File: src/rtl/pct_pkg.sv
// Package for the prescaled cascade timer: payload types, codes and divisor table.
`timescale 1ns / 1ps
package pct_pkg;

	// Item kinds
	typedef enum logic [1:0] {
		REQ_READ    = 2'd0,
		REQ_WRITE   = 2'd1,
		REQ_SYSTICK = 2'd2,
		REQ_CASCADE = 2'd3
	} req_kind_t;

	// Byte addresses of the register file
	localparam logic [1:0] ADDR_CNT_LO = 2'd0;
	localparam logic [1:0] ADDR_CNT_HI = 2'd1;
	localparam logic [1:0] ADDR_CTL_LO = 2'd2;
	localparam logic [1:0] ADDR_CTL_HI = 2'd3;

	// Configuration register indexes
	localparam logic CFG_TIMER_INDEX = 1'b0;

	// Control word bit positions
	localparam int CTL_SEL_LSB   = 0;
	localparam int CTL_CASCADE_B = 2;
	localparam int CTL_IRQ_EN_B  = 6;
	localparam int CTL_START_B   = 7;

	// Prescaler divisors
	localparam int DIV_W = 11;
	localparam logic [DIV_W-1:0] PRESCALE_SEL1 = 11'd64;
	localparam logic [DIV_W-1:0] PRESCALE_SEL2 = 11'd256;
	localparam logic [DIV_W-1:0] PRESCALE_SEL3 = 11'd1024;

	typedef struct packed {
		req_kind_t  req_type;
		logic [1:0] reg_addr;
		logic [7:0] write_byte;
	} in_item_t;

	typedef struct packed {
		logic [7:0] read_byte;
		logic       overflowed;
		logic       irq_request;
	} out_item_t;

	// Map the two select bits to the prescaler divisor
	function automatic logic [DIV_W-1:0] divisor_for(input logic [1:0] sel);
		logic [DIV_W-1:0] d;
		case (sel)
			2'd1:    d = PRESCALE_SEL1;
			2'd2:    d = PRESCALE_SEL2;
			2'd3:    d = PRESCALE_SEL3;
			default: d = 11'd1;
		endcase
		return d;
	endfunction

endpackage

File: src/rtl/prescaled_cascade_timer.sv
// Top level of the prescaled cascade timer: register file, counter, prescaler and result buffer.
//
//  channel  | direction | handshake          | payload
//  in       | input     | in_valid/in_ready   | in_data  (in_item_t)
//  out      | output    | out_valid/out_ready | out_data (out_item_t)
//  cfg      | input     | APB psel/penable    | pwdata[1:0] timer index at byte 0
//
// Each item is decoded and applied to the timer state in the cycle it is accepted; its result
// is registered in the output register (skid register if stalled), one item per clock unless stalled.
// A skid register behind the output register keeps input accepted for one extra
// item while the output is stalled; in_ready falls only when both are full.
// Reset clears all timer state, the timer index and both result slots.
`timescale 1ns / 1ps
module prescaled_cascade_timer import pct_pkg::*; (
	input  logic        clk,
	input  logic        arst_n,
	input  logic        in_valid,
	output logic        in_ready,
	input  in_item_t    in_data,
	output logic        out_valid,
	input  logic        out_ready,
	output out_item_t   out_data,
	input  logic        psel,
	input  logic        penable,
	input  logic        pwrite,
	input  logic [2:0]  paddr,
	input  logic [31:0] pwdata,
	output logic [31:0] prdata,
	output logic        pready
);

	logic [1:0]       timer_index_q;
	logic [15:0]      count_q;
	logic [15:0]      reload_q;
	logic [15:0]      control_q;
	logic [9:0]       prescale_q;

	out_item_t        out_q;
	logic             out_valid_q;
	out_item_t        skid_q;
	logic             skid_valid_q;

	logic             in_fire;
	logic             out_fire;
	logic             running;
	logic             cascade;
	logic             tick;
	logic             wrap;
	logic [16:0]      count_inc;
	logic [DIV_W-1:0] pre_next;
	logic [15:0]      count_d;
	logic [15:0]      reload_d;
	logic [15:0]      control_d;
	logic [9:0]       prescale_d;
	out_item_t        res;

	assign pready    = 1'b1;
	assign in_ready  = !skid_valid_q;
	assign in_fire   = in_valid && in_ready;
	assign out_fire  = out_valid_q && out_ready;
	assign out_valid = out_valid_q;
	assign out_data  = out_q;

	// Configuration register write and read-back
	always_ff @(posedge clk or negedge arst_n) begin
		if (!arst_n) begin
			timer_index_q <= '0;
		end else if (psel && penable && pwrite && paddr[2] == CFG_TIMER_INDEX) begin
			timer_index_q <= pwdata[1:0];
		end
	end

	assign prdata = (paddr[2] == CFG_TIMER_INDEX) ? {30'd0, timer_index_q} : 32'd0;

	// Decode the item and work out next state and result
	assign running   = control_q[CTL_START_B];
	assign cascade   = control_q[CTL_CASCADE_B] && (timer_index_q != 2'd0);
	assign count_inc = {1'b0, count_q} + 17'd1;
	assign pre_next  = {1'b0, prescale_q} + 11'd1;

	always_comb begin
		count_d    = count_q;
		reload_d   = reload_q;
		control_d  = control_q;
		prescale_d = prescale_q;
		tick       = 1'b0;
		res        = '0;
		unique case (in_data.req_type)
			REQ_READ: begin
				unique case (in_data.reg_addr)
					ADDR_CNT_LO: res.read_byte = count_q[7:0];
					ADDR_CNT_HI: res.read_byte = count_q[15:8];
					ADDR_CTL_LO: res.read_byte = control_q[7:0];
					default:     res.read_byte = control_q[15:8];
				endcase
			end
			REQ_WRITE: begin
				unique case (in_data.reg_addr)
					ADDR_CNT_LO: reload_d[7:0]  = in_data.write_byte;
					ADDR_CNT_HI: reload_d[15:8] = in_data.write_byte;
					ADDR_CTL_LO: control_d[7:0] = in_data.write_byte;
					default:     control_d[15:8] = in_data.write_byte;
				endcase
				// Load the counter on a rising start bit
				if (!running && control_d[CTL_START_B]) begin
					count_d    = reload_q;
					prescale_d = '0;
				end
			end
			REQ_SYSTICK: begin
				if (running && !cascade) begin
					if (pre_next >= divisor_for(control_q[CTL_SEL_LSB +: 2])) begin
						prescale_d = '0;
						tick       = 1'b1;
					end else begin
						prescale_d = pre_next[9:0];
					end
				end
			end
			default: begin
				tick = running && cascade;
			end
		endcase
		// Advance the counter, reload on wrap
		wrap = tick && count_inc[16];
		if (tick) begin
			count_d = count_inc[16] ? reload_q : count_inc[15:0];
		end
		res.overflowed  = wrap;
		res.irq_request = wrap && control_q[CTL_IRQ_EN_B];
	end

	// Timer state
	always_ff @(posedge clk or negedge arst_n) begin
		if (!arst_n) begin
			count_q    <= '0;
			reload_q   <= '0;
			control_q  <= '0;
			prescale_q <= '0;
		end else if (in_fire) begin
			count_q    <= count_d;
			reload_q   <= reload_d;
			control_q  <= control_d;
			prescale_q <= prescale_d;
		end
	end

	// Result register with skid slot behind it
	always_ff @(posedge clk or negedge arst_n) begin
		if (!arst_n) begin
			out_valid_q  <= 1'b0;
			skid_valid_q <= 1'b0;
		end else if (skid_valid_q) begin
			if (out_fire) begin
				out_valid_q  <= 1'b1;
				skid_valid_q <= 1'b0;
			end
		end else if (in_fire) begin
			if (!out_valid_q || out_fire) begin
				out_valid_q <= 1'b1;
			end else begin
				skid_valid_q <= 1'b1;
			end
		end else if (out_fire) begin
			out_valid_q <= 1'b0;
		end
	end

	always_ff @(posedge clk) begin
		if (skid_valid_q) begin
			if (out_fire) begin
				out_q <= skid_q;
			end
		end else if (in_fire) begin
			if (!out_valid_q || out_fire) begin
				out_q <= res;
			end else begin
				skid_q <= res;
			end
		end
	end

	// Skid slot only fills behind a held result
	a_skid_behind_out: assert property (@(posedge clk) disable iff (!arst_n)
		skid_valid_q |-> out_valid_q)
		else $error("skid slot full while output register empty");

	// Rising start bit loads the counter from reload
	a_start_load: assert property (@(posedge clk) disable iff (!arst_n)
		(in_fire && in_data.req_type == REQ_WRITE && in_data.reg_addr == ADDR_CTL_LO
		 && !running && in_data.write_byte[CTL_START_B])
		|=> (count_q == $past(reload_q) && prescale_q == '0))
		else $error("counter not loaded on start");

	// A stopped timer never counts
	a_stopped_hold: assert property (@(posedge clk) disable iff (!arst_n)
		(in_fire && !running && in_data.req_type != REQ_WRITE) |=> $stable(count_q))
		else $error("counter moved while stopped");

	// Interrupt request only with an overflow, and never alongside read data
	a_irq_ovf: assert property (@(posedge clk) disable iff (!arst_n)
		out_valid_q |-> ((!out_q.irq_request || out_q.overflowed)
		                 && (out_q.read_byte == 8'd0 || !out_q.overflowed)))
		else $error("inconsistent result flags");

endmodule
File: config.mk
export PLATFORM = sky130hd
export DESIGN_NAME = prescaled_cascade_timer
export DESIGN_NICKNAME = d
export VERILOG_FILES = /design/src/rtl/pct_pkg.sv /design/src/rtl/prescaled_cascade_timer.sv
export SDC_FILE = /design/constraint.sdc
export NUM_CORES = 1
export LEC_CHECK = 0
export BUFFER_PORTS_ARGS = -buffer_cell sky130_fd_sc_hd__buf_2
export CAP_MARGIN = 20
export CORE_ASPECT_RATIO = 0.9
export CORE_MARGIN = 10
export CORE_UTILIZATION = 30
export CTS_CLUSTER_SIZE = 8
export DETAILED_ROUTE_END_ITERATION = 10
export PLACE_DENSITY = 0.55
export SLEW_MARGIN = 20
export SYNTH_ARGS = -nofsm -noshare
export SYNTH_HDL_FRONTEND = slang
export SYNTH_SLANG_ARGS = --single-unit
File: constraint.sdc
create_clock -name clk -period 2.8 [get_ports clk]
set_input_delay 0.56 -clock clk [delete_from_list [all_inputs] [get_ports clk]]
set_output_delay 0.56 -clock clk [all_outputs]
set_load 0.05 [all_outputs]
# After elaboration in Yosys (flattened, before gate mapping)
# Index checks and enable logic that the tools add are counted.
[totals]
register_bits = 82
in_bits = 54
out_inout_bits = 45
word_cells = 104
[op_classes]
add_sub_neg = 2
order_cmp = 1
eq_ne = 12
muxes = 32
bitwise = 4
reduce_logical = 37
[op_table]
columns = ["op", "n"]
rows = [
  ["$mux 10", 7],
  ["$mux 16", 4],
  ["$pmux 11 s3", 1],
  ["$mux 8", 3],
  ["$pmux 8 s3", 1],
  ["$reduce_and 3->1", 8],
  ["$mux 11", 2],
  ["$pmux 10 s2", 1],
  ["$add 16x1->17 const B", 1],
  ["$reduce_bool 2->1", 7],
  ["$add 10x1->11 const B", 1],
  ["$ge 11x11->1", 1],
  ["$logic_and 1x1->1", 11],
  ["$mux 1", 11],
  ["$eq 2x2->1 const B", 4],
  ["$eq 2x1->1 const B", 3],
  ["$logic_not 1->1", 4],
  ["$logic_not 2->1", 2],
  ["$ne 2x1->1 const B", 2],
  ["$ne 2x2->1 const B", 2],
  ["$not 1->1", 4],
  ["$reduce_and 4->1", 1],
  ["$ne 3x2->1 const B", 1],
  ["$reduce_or 3->1", 1],
  ["other kinds (5)", 5],
]

# Depth between registers and ports, before layout
# Gate-level depths: netlist (run 1).
[depth]
word_depth = 15
ltp_mapped = 14
mapped_depth_nobuf = 13

# Worst setup path before layout (run 1)
# OpenSTA, ideal clock, no wires.
[synth_timing]
path_kind = "register to register"
startpoint = "register prescale_q[0]"
endpoint = "register prescale_q[7]"
setup_time_ns = 0.110
t_arrival_ns = 2.755
required_time_ns = 2.690
path_slack_ns = -0.065
path_stages_with_launch = 12
n_path_buf = 1
synth_period_minus_slack_ns = 2.865
cell_sequence = "dfrtp_1 > ha_1 > and3_1 > nand3_1 > xnor2_1 > ha_1 > nor4_1 > nand4_1 > and2_1 > or4_4 > buf_2 > o41ai_1"
[synth_via]
elab_chain_cells = 5
[synth_lines]
columns = ["element", "line_no", "source"]
rows = [
  ["start, declared", "prescaled_cascade_timer.sv:36", "logic [9:0] prescale_q;"],
  ["start signal, assigned", "prescaled_cascade_timer.sv:144", "prescale_q <= prescale_d;"],
  ["$add 10x1->11 *", "prescaled_cascade_timer.sv:79", "assign pre_next = {1'b0, prescale_q} + 11'd1;"],
  ["$ge 11x11->1", "prescaled_cascade_timer.sv:112", "if (pre_next >= divisor_for(control_q[CTL_SEL_LSB +: 2])) begin"],
  ["$mux 10 *", "prescaled_cascade_timer.sv:112", ""],
  ["$mux 10 *", "prescaled_cascade_timer.sv:111", "if (running && !cascade) begin"],
  ["$pmux 10 s2 *", "prescaled_cascade_timer.sv:88", "unique case (in_data.req_type)"],
]
# Every way passes the cells marked *; elsewhere a longest branch is shown, timed or not. The select of a mux whose other input is x is not followed.
# A chain may end at the register's enable or synchronous reset.

# Final worst setup path (run 1)
[layout_timing]
startpoint = "register prescale_q[0]"
endpoint = "register count_q[8]"
[layout_via]
elab_chain_cells = 7
word_cells_on_any_way = 9
classes_between = "add/sub: 1; order compare: 1; mux: 4; reduce/logical: 3"
[layout_lines]
columns = ["element", "line_no", "source"]
rows = [
  ["$add 10x1->11 *", "prescaled_cascade_timer.sv:79", ""],
  ["$ge 11x11->1 *", "prescaled_cascade_timer.sv:112", ""],
  ["$mux 1 *", "prescaled_cascade_timer.sv:112", ""],
  ["$mux 1 *", "prescaled_cascade_timer.sv:111", ""],
  ["$pmux 1 s2 *", "prescaled_cascade_timer.sv:88", ""],
  ["$reduce_bool 2->1 (no line)", "n/a", ""],
  ["$reduce_and 3->1 (no line)", "n/a", ""],
  ["end signal, assigned", "prescaled_cascade_timer.sv:141", "count_q <= count_d;"],
  ["end, declared", "prescaled_cascade_timer.sv:33", "logic [15:0] count_q;"],
]
# Every way passes the cells marked *; elsewhere a longest branch is shown, timed or not.

==> flow_summary.toml, run 1 <==
[power]
p_leak_nw = 2.36
total_power_mw = 4.82
peakVddDrop_uv = 475
power.density_mw_per_mm2 = 850

[floorplanning]
die_area_mm2 = 0.0207
io_pins = 99
coreArea_mm2 = 0.0149
dieHeight_um = 137
die_w_um = 150
start_util_pct = 30.9
rows = 42

[route]
drtIter0Drc = 251
via_per_inst = 4.80
vias = 3287
routed_wl_mm = 11.4
drc = 0
wire_per_inst_um = 16.6
dr.pass1.iters = 4
ant_nets = 0

[worst_setup_path]
arrival_ps = 3060
critical-path-slowest-cell = "dfrtp_1"
cp_max_fo = 14
worst_path_largest_cell_delay_ps = 390
path_class = "register to register"
crit_path_end_kind = "register"
critPathRequiredTime_ps = 3060
critical_path.startpoint_type = "register"
worstPathCellList = "ha_4 > and3_4 > nand3_4 > xnor2_2 > ha_2 > nor4_4 > nand4_1 > a21o_1 > o21a_4 > o21ai_4 > buf_12 > a21oi_2 > o22ai_1"

[status]
violations = "negative setup slack"
status = "finished with violations"

[finish]
fin_util_pct = 38.1
fin_nets = 542
num_antenna_cells = 0
area_delta_synth_final_pct = 23.6
layout-drive-gt1-share_pct = 38.2
design_area_mm2 = 0.00567
fillers = 1452

[clock_tree]
cts_buffers = 9
clkSinkCount = 82
htree_levels = 3
cts_root_buffer = "clkbuf_16"
max-clock-path-buffers = 2
clock_latency_ps = 350
clk_pin_slew_ps = 70
cts_tree = "yes"

[logic_synthesis]
yosys_warnings = 0
yosys.cell_types.count = 58
synth_area_mm2 = 0.00459
synth-edff-count = 20
synthFlopType = "dfrtp_1"
synth.avg_cell_area_um2 = 11.0
ys_ff_latch = 82
synthCells = 416
postSynth.asyncResetShare_pct = 75.6
ys_seq_area_share_pct = 46.9

[place]
place.gp.congestion = 0.824
place_area_mm2 = 0.00504
dp_hpwl_mm = 8.17
portBuffers = 35

[timing]
finalMaxSlewViolations = 0
fin_crit_ps = 2800
slew_headroom_pct = 63.7
tightest_slew_ps = 544
final.setup_skew_ps = 7.54
setup_ws_ps = -0.289
hold_violations = 0
post-route-period-util_pct = 100
rsz0062_at_grt = "yes"
setup_viol_count_final = 1
fmax_mhz = 357

[global_routing]
antenna_found_initial = 0
grtUsageTotal_pct = 10.9
grt_max_degree = 23
grt_pass1_wl_mm = 17.5
grt_pass1_vias = 3316
grt_overflow_total = 0

[flow_run]
maxCapViolCount = 0

[worst_hold_path]
hold_class = "input port to asynchronous set/reset pin"
[kinds of logic (layout without fill, tap and decap cells)]
group	after synthesis	after routing	share of synthesized area, %
and+or+nand+nor	130	130	15.2
adders and majority gates	6	6	1.64
buffers and inverters	54	96	7.44
other	2	31	0.164
xor gates and xnor gates	8	8	1.53
AOI/OAI and AO/OA	73	73	10.4
muxes	61	61	16.7
DFF	82	82	46.9
[what timing repair did]
action / in CTS / in global routing
endpoints found under the setup margin: 27 / 28
hold buffers: 0 / 0
pin swaps: 6 / 26
resized for setup: 8 / 48
gates cloned: 0 / 3
setup buffers: 2 / 3
[critical path, delay by kind of cell, from the launching register on]
kind | cells | cell delay, ps
flops | 1 | 390
compound gates | 5 | 910
xor+xnor | 1 | 170
buf+inv | 1 | 170
fa+ha+maj | 2 | 350
simple gates | 4 | 710
[final timing paths]
kind / from / endpoint / slack (ps) / cells after the start
worst max-delay path: prescale_q[0]$_DFFE_PN0P_ / count_q[8]$_DFFE_PN0P_ / -0.3 / 13
worst min-delay path: arst_n / prescale_q[9]$_DFFE_PN0P_ / 190 / 1
worst max register to register: prescale_q[0]$_DFFE_PN0P_ / count_q[8]$_DFFE_PN0P_ / -0.3 / 13
worst min register to register: reload_q[8]$_DFFE_PN0P_ / reload_q[8]$_DFFE_PN0P_ / 500 / 1
max in group asynchronous: arst_n / control_q[0]$_DFFE_PN0P_ / 1910 / 2
min in group clk: out_ready / skid_valid_q$_DFF_PN0_ / 400 / 2
[where the power goes]
part,total [mW],internal (mW),switching [mW]
Clock,1.20,0.696,0.508
Sequential,1.97,1.66,0.311
Combinational,1.64,0.690,0.950
[state kept, by name, indices dropped and copies added, names as in the netlist, 2 cells and up]
signal,flops
reload_q,16
control_q,16
out_data,10
timer_index_q,2
prescale_q,10
skid_q,10
count_q,16
[through the flow]
| step | TNS [ps] | instances | hold slack (ps) | worst slack [ps] |
|---|---|---|---|---|
| after floorplan | 0 | 445 | 264 | 7.46 |
| after global placement | -2510 | 661 | 488 | -172 |
| after detailed placement | -2060 | 661 | 494 | -181 |
| after CTS | 0 | 679 | 196 | 3.33 |
| after global routing | -2360 | 685 | 236 | -162 |
| final | -0.289 | 685 | 192 | -0.289 |
[cells in the mapped netlist (2+ instances only)]
cell       count  area, um^2
nor4_1         2        12.5
nand2_1       33         124
a22oi_1        3        22.5
buf_2          2        10.0
xnor2_1        4        35.0
dfrtp_1       62        1550
and3_1         6        37.5
or4_1          2        15.0
mux4_2         8         180
and2_1        15        93.8
a2bb2oi_1      5        43.8
nand4b_1       2        17.5
o22ai_1        2        12.5
conb_1         2        7.51
or4_4          2        22.5
o21ai_2        2        17.5
edfxtp_1      20         601
and4_1         3        26.3
clkbuf_1       6        22.5
mux2i_1       10         100
mux2_2        43         484
nand3_1       10        50.1
nor2_1        26        97.6
nor3_1         2        10.0
a21oi_1       19        95.1
nand4_1        6        37.5
buf_6          2        22.5
a211oi_1       2        15.0
ha_1           6        75.1
nand2b_1       8        50.1
buf_4         32         240
inv_1         10        37.5
o21ai_0       26         130
xor2_1         4        35.0
nor2b_1        6        37.5
[area by class of cell]
| type | count | area, um^2 | share of cell area, % |
|---|---|---|---|
| clock buffers | 9 | 225 | 3.97 |
| well taps | 198 | 248 | 4.37 |
| flip-flops and latches | 82 | 2150 | 38.0 |
| multi-input cells | 309 | 2410 | 42.6 |
| clock inverters | 7 | 78.8 | 1.39 |
| repair buffers | 70 | 515 | 9.09 |
| inverters | 10 | 37.5 | 0.662 |
[layer usage]
metal | GRT usage [%] | vias to the layer above | wire [um]
li1 | - | 1583 | -
met1 | 15.0 | 1605 | 5690
met5 | 0 | - | 0
met2 | 15.9 | 84 | 4850
met4 | 3.99 | 0 | 159
met3 | 2.89 | 15 | 687
[cells in the final DEF, fill, tap and decap left out, drive strengths merged, types with 15 or more instances in the layout]
master and n:
dfrtp 62, edfxtp 20, and2 15, nand2 34, a21oi 20, mux2 43, buf 68, nor2 27
conb 31, o21ai 29
Power figures use the tool's default switching activity.
==> inputs of run 2 (changes only) <==
--- a/config.mk
+++ b/config.mk
@@ -12,7 +12,7 @@
 export CORE_UTILIZATION = 30
 export CTS_CLUSTER_SIZE = 8
 export DETAILED_ROUTE_END_ITERATION = 10
-export PLACE_DENSITY = 0.55
+export PLACE_DENSITY = 0.57
 export SLEW_MARGIN = 20
 export SYNTH_ARGS = -nofsm -noshare
 export SYNTH_HDL_FRONTEND = slang
==> constraint.sdc (replaced) <==
create_clock -name clk -period 2.8 [get_ports clk]
set_input_delay 0.14 -clock clk [delete_from_list [all_inputs] [get_ports clk]]
set_output_delay 0.14 -clock clk [all_outputs]
set_load 0.05 [all_outputs]
==> run 2 against run 1 <==
The flow still finishes with violations (negative setup slack); routed wire length grew 1.5%; die area stayed put; setup slack got worse by 11 ps; cell count is 0.29% higher; total power rose by 0.51%; fmax fell by 0.39%.
==> flow_summary.toml, run 2 (synthesized netlist as in run 1, its figures left out) <==
[status]
status = "finished with violations"
violations = "negative setup slack"

[floorplanning]
start_util_pct = 30.9
io_pins = 99
die_w_um = 150
rows = 42
die_area_mm2 = 0.0207
dieHeight_um = 137
coreArea_mm2 = 0.0149

[timing]
setup_ws_ps = -11.1
hold-worst-slack_ps = 39.5
fmax_mhz = 356
setup_viol_count_final = 3
post-route-period-util_pct = 100
tightest_slew_ps = 888
fin_crit_ps = 2810
final.setup_skew_ps = 12.4
slew_headroom_pct = 40.8
rsz0062_at_grt = "yes"
finalMaxSlewViolations = 0
hold_violations = 0

[worst_setup_path]
rrSetupSlack_ps = -10
crit_path_end_kind = "register"
critical_path.startpoint_type = "register"
critPathRequiredTime_ps = 3020
arrival_ps = 3030
cp_max_fo = 7
cp-endpoint = "count_q[8]$_DFFE_PN0P_"
cp_top_family = "compound AO/OA/AOI/OAI gates"
reg2reg_depth = 14
cp.buffers_inverters = 2
path_class = "register to register"
startpoint = "prescale_q[1]$_DFFE_PN0P_"
crit_path_frequent_cell = "and3_4"
path_depth = 14
critical-path-slowest-cell = "dfrtp_1"
worst_path_largest_cell_delay_ps = 390
reg2reg_from = "prescale_q[1]$_DFFE_PN0P_"
r2r-end = "count_q[8]$_DFFE_PN0P_"
worstPathCellList = "ha_4 > and3_4 > nand2_1 > nor2_4 > and3_4 > ha_1 > o211ai_1 > a21oi_1 > a21o_1 > o21a_4 > o21ai_4 > clkbuf_16 > buf_4 > o22ai_1"

[route]
via_per_inst = 4.93
vias = 3385
drc = 0
wl_met2_mm = 5.17
wl_met1_mm = 5.45
wl_met3_um = 798
dr.pass1.iters = 4
wire_per_inst_um = 16.8
top_layer = "met4"
ant_nets = 0
routed_wl_mm = 11.6
drtIter0Drc = 209

[power]
p_switching_mw = 1.79
p_comb_share_pct = 34.4
peakVddDrop_uv = 394
seq_power_share_pct = 40.7
power.density_mw_per_mm2 = 850
swShare_pct = 36.9
clkPwrFrac_pct = 24.9
p_leak_nw = 2.35
p_int_mw = 3.06

[global_routing]
grtUsageTotal_pct = 11.2
grt_max_degree = 34
grt_pass1_vias = 3454
antenna_found_initial = 0
grt_pass1_wl_mm = 18.3
grt_overflow_total = 0

[place]
portBuffers = 35
place_area_mm2 = 0.00503
place.gp.congestion = 0.849
dp_hpwl_mm = 8.27

[finish]
num_antenna_cells = 0
final_cell_mix = "62 x dfrtp_1, 43 x mux2_2, 35 x buf_2, 33 x nand2_1, 31 x conb_1"
fillers = 1422
fin_nets = 544
reg_top3 = "control_q (16), count_q (16), reload_q (16)"
fin_util_pct = 38.3
area_delta_synth_final_pct = 24.2
design_area_mm2 = 0.00570
final_common_cell = "dfrtp_1"
layout-drive-gt1-share_pct = 36.4

[clock_tree]
htree_levels = 3
cts_buffers = 9
clk_pin_slew_ps = 60
cts_root_buffer = "clkbuf_16"
clock_latency_ps = 350
clkSinkCount = 82
cts_tree = "yes"
max-clock-path-buffers = 2

[worst_hold_path]
hold_class = "input port to register"

[flow_run]
maxCapViolCount = 0
run 2: cell count changes in the layout (fill, tap and decap cells not counted), sizes merged:
cell / before / now
buf: 68 / 69
clkbuf: 11 / 10
clkinv: 2 / 0
clkinvlp: 3 / 4
dlygate4sd3: 0 / 2
inv: 11 / 12
run 2: timing repair:
| item | in CTS | in global routing |
|---|---|---|
| gates resized for setup | 20 | 26 |
| hold buffers | 2 | 0 |
| endpoints found under the setup margin | 27 | 25 |
| gates cloned | 1 | 0 |
| buffers inserted | 4 | 5 |
| pin swaps | 10 | 18 |
| hold endpoints to repair | 32 | 0 |
run 2: layout make-up:
type | instances | area [um^2] | area share, %
Inverter | 10 | 37.5 | 0.659
Sequential cell | 82 | 2150 | 37.8
Multi-Input combinational cell | 309 | 2440 | 42.8
Clock buffer | 9 | 225 | 3.95
Timing Repair Buffer | 72 | 517 | 9.07
Tap cell | 198 | 248 | 4.35
Clock inverter | 7 | 77.6 | 1.36
run 2: power groups by stage:
stage / Combinational, mW / Sequential [mW] / Clock [mW]
after floorplan: 0.962 / 2.14 / 0
after global placement: 1.51 / 1.97 / 0
after detailed placement: 1.55 / 1.99 / 0
after CTS: 1.62 / 1.97 / 1.23
after global routing: 1.80 / 2.03 / 1.28
final: 1.66 / 1.97 / 1.21
run 2: layer usage:
| metal | vias to the layer above | global-route usage, % |
|---|---|---|
| li1 | 1589 | - |
| met5 | - | 0 |
| met3 | 13 | 2.85 |
| met4 | 0 | 3.99 |
| met1 | 1663 | 15.3 |
| met2 | 120 | 16.9 |
run 2: through the flow:
stage	power (mW)	instances	setup TNS [ps]	setup WS, ps
2_1_floorplan	3.11	445	0	7.46
3_3_place_gp	3.48	659	-2360	-167
3_5_place_dp	3.54	659	-2830	-179
4_1_cts	4.81	682	-174	-29.6
5_1_grt	5.11	687	-947	-100
6_report	4.84	687	-19.4	-11.1
run 2: worst min path at each step:
stage | startpoint | slack, ps | endpoint | cells after the start
after floorplan | arst_n | -160 | control_q[0]$_DFFE_PN0P_ | 0
after global placement | arst_n | 260 | prescale_q[6]$_DFFE_PN0P_ | 1
after detailed placement | arst_n | 260 | prescale_q[6]$_DFFE_PN0P_ | 1
after CTS | pwdata[1] | 30 | timer_index_q[1]$_DFFE_PN0P_ | 2
after global routing | pwdata[0] | 40 | timer_index_q[0]$_DFFE_PN0P_ | 2
final | pwdata[1] | 40 | timer_index_q[1]$_DFFE_PN0P_ | 2
==> inputs of run 3 (changes only) <==
--- a/config.mk
+++ b/config.mk
@@ -9,10 +9,10 @@
 export CAP_MARGIN = 20
 export CORE_ASPECT_RATIO = 0.9
 export CORE_MARGIN = 10
-export CORE_UTILIZATION = 30
+export CORE_UTILIZATION = 35
 export CTS_CLUSTER_SIZE = 8
 export DETAILED_ROUTE_END_ITERATION = 10
-export PLACE_DENSITY = 0.57
+export PLACE_DENSITY = 0.63
 export SLEW_MARGIN = 20
 export SYNTH_ARGS = -nofsm -noshare
 export SYNTH_HDL_FRONTEND = slang
==> run 3 against run 2 <==
The run still ends with negative setup slack left; clock power hardly changed; core utilization is 4.9 points higher; global-route usage is 0.87 points higher; sequential cell count stayed put; critical endpoint is now count_q[11]$_DFFE_PN0P_; final area is 3.0% lower; non-clock buffer count is 1 lower; clock skew hardly changed; largest power group unchanged; register-to-register slack hardly changed; hold slack worse by 2.4 ps; routed wire length is 4.0% lower.
==> flow_summary.toml, run 3 (synthesized netlist as in run 1, its figures left out) <==
[place]
portBuffers = 35
place.gp.congestion = 0.857
dp_slack_ps = -95.5
dp_hpwl_mm = 7.96

[finish]
reg_top3 = "control_q (16), count_q (16), reload_q (16)"
num_antenna_cells = 0
final_cell_mix = "62 x dfrtp_1, 43 x mux2_2, 35 x buf_2, 32 x nand2_1, 31 x conb_1"
fin_nets = 543
area_delta_synth_final_pct = 20.4
layout-drive-gt1-share_pct = 34.4
final_common_cell = "dfrtp_1"
fin_util_pct = 43.2
fillers = 1231

[worst_hold_path]
whs_path_depth = 2
hold_class = "input port to register"
hp-start = "pwdata[1]"
min_delay_worst_endpoint = "timer_index_q[1]$_DFFE_PN0P_"

[worst_setup_path]
crit_path_end_kind = "register"
path_class = "register to register"
critical-path-slowest-cell = "dfrtp_1"
reg2reg_depth = 13
critPathRequiredTime_ps = 3040
critical_path.startpoint_type = "register"
cp_max_fo = 4
worstPathCellList = "ha_4 > and3_4 > nand3_4 > xnor2_2 > ha_2 > nor4_2 > nand4_1 > a21o_1 > o21a_4 > o21ai_4 > buf_6 > a21oi_2 > o211a_1"
arrival_ps = 3040
r2r-end = "count_q[11]$_DFFE_PN0P_"
rrSetupSlack_ps = -2
cp.buffers_inverters = 1
cp_top_family = "compound AO/OA/AOI/OAI gates"
reg2reg_from = "prescale_q[1]$_DFFE_PN0P_"
worst_path_largest_cell_delay_ps = 400

[power]
power.density_mw_per_mm2 = 860
p_int_mw = 3.02
p_comb_share_pct = 33.3
p_switching_mw = 1.73
swShare_pct = 36.5
clkPwrFrac_pct = 25.1
seq_power_share_pct = 41.5
peakVddDrop_uv = 396
p_leak_nw = 2.33
total_power_mw = 4.75

[timing]
hold_violations = 0
final.setup_skew_ps = 12.2
fin_crit_ps = 2800
tightest_slew_ps = 681
fmax_mhz = 357
setup_viol_count_final = 2
post-route-period-util_pct = 100
slew_headroom_pct = 54.6
finalMaxSlewViolations = 0
setup_ws_ps = -2.03
rsz0062_at_grt = "yes"

[floorplanning]
die_area_mm2 = 0.0181
die_w_um = 141
rows = 39
dieHeight_um = 129
io_pins = 99
coreArea_mm2 = 0.0128
start_util_pct = 35.9

[clock_tree]
clk_pin_slew_ps = 70
cts_tree = "yes"
clkSinkCount = 82
cts_root_buffer = "clkbuf_16"
cts_buffers = 9
clock_latency_ps = 350
max-clock-path-buffers = 2
htree_levels = 3

[route]
via_per_inst = 5.10
wire_per_inst_um = 17.0
vias = 3328
ant_nets = 0
drtIter0Drc = 256
drc = 0
routed_wl_mm = 11.1
dr.pass1.iters = 4

[status]
violations = "negative setup slack"
status = "finished with violations"

[global_routing]
grt_pass1_wl_mm = 17.7
antenna_found_initial = 0
grtUsageTotal_pct = 12.1
grt_pass1_vias = 3356
grt_overflow_total = 0
grt_max_degree = 31

[flow_run]
maxCapViolCount = 0
## run 3: changes by cell type in the layout (fill, tap and decap cells not counted), sizes merged
cell	previous run	this run
clkbuf	10	9
clkinv	0	3
clkinvlp	4	1
## run 3: worst reg2reg max path: cells and delay by family (launching register included)
family / cells / cell delay (ps)
adder cells (fa/ha/maj): 2 / 350
AO/OA/AOI/OAI: 5 / 970
AND/OR/NAND/NOR: 4 / 680
XOR/XNOR: 1 / 160
flip-flops: 1 / 400
buffers and inverters: 1 / 150
## run 3: how the worst max path moves through the flow
stage / cells after the start / slack, ps / end / start
after floorplan: 11 / 7 / prescale_q[7]$_DFFE_PN0P_ / prescale_q[0]$_DFFE_PN0P_
after global placement: 12 / -60 / prescale_q[5]$_DFFE_PN0P_ / prescale_q[1]$_DFFE_PN0P_
after detailed placement: 10 / -100 / prescale_q[7]$_DFFE_PN0P_ / prescale_q[1]$_DFFE_PN0P_
after CTS: 14 / -7 / count_q[8]$_DFFE_PN0P_ / prescale_q[1]$_DFFE_PN0P_
after global routing: 14 / -70 / count_q[7]$_DFFE_PN0P_ / prescale_q[0]$_DFFE_PN0P_
final: 13 / -2 / count_q[11]$_DFFE_PN0P_ / prescale_q[1]$_DFFE_PN0P_
## run 3: timing repair
item,4_1_cts,5_1_grt
gates cloned,1,0
buffers inserted,3,6
pin swaps,6,17
endpoints found under the setup margin,16,21
hold buffers,2,0
hold endpoints to repair,29,0
resized for setup,12,19
## run 3: final cells by class
cell class	count	area (um^2)	area share (%)
sequential	82	2150	38.9
clock inverter	7	76.3	1.38
tap	164	205	3.71
multi-input combinational	309	2340	42.3
inverter	10	37.5	0.679
clock buffer	9	225	4.07
timing repair buffer	71	495	8.96
## run 3: power by group through the flow
stage          Combinational (mW)  Sequential, mW  Clock (mW)
4_1_cts                      1.57            1.97        1.23
2_1_floorplan               0.962            2.14           0
6_report                     1.58            1.97        1.19
5_1_grt                      1.72            2.02        1.28
3_3_place_gp                 1.50            1.97           0
3_5_place_dp                 1.53            1.99           0
## run 3: per-stage QoR
step,TNS (ps),cell area [um^2],std cells,hold slack (ps)
final,-2.44,5530,652,37.1
after CTS,-6.67,5420,647,26.4
after detailed placement,-527,4990,625,222
after global routing,-534,5530,652,39.4
after global placement,-470,4990,625,206
after floorplan,0,4710,445,-156
## run 3: per-layer routing
layer / share of wire (%) / GRT usage [%] / vias to the layer above
met3: 5.8 / 3.42 / 13
met5: 0 / 0 / -
met1: 47 / 16.2 / 1638
li1: - / - / 1566
met4: 1.8 / 4.67 / 0
met2: 45 / 18.2 / 111
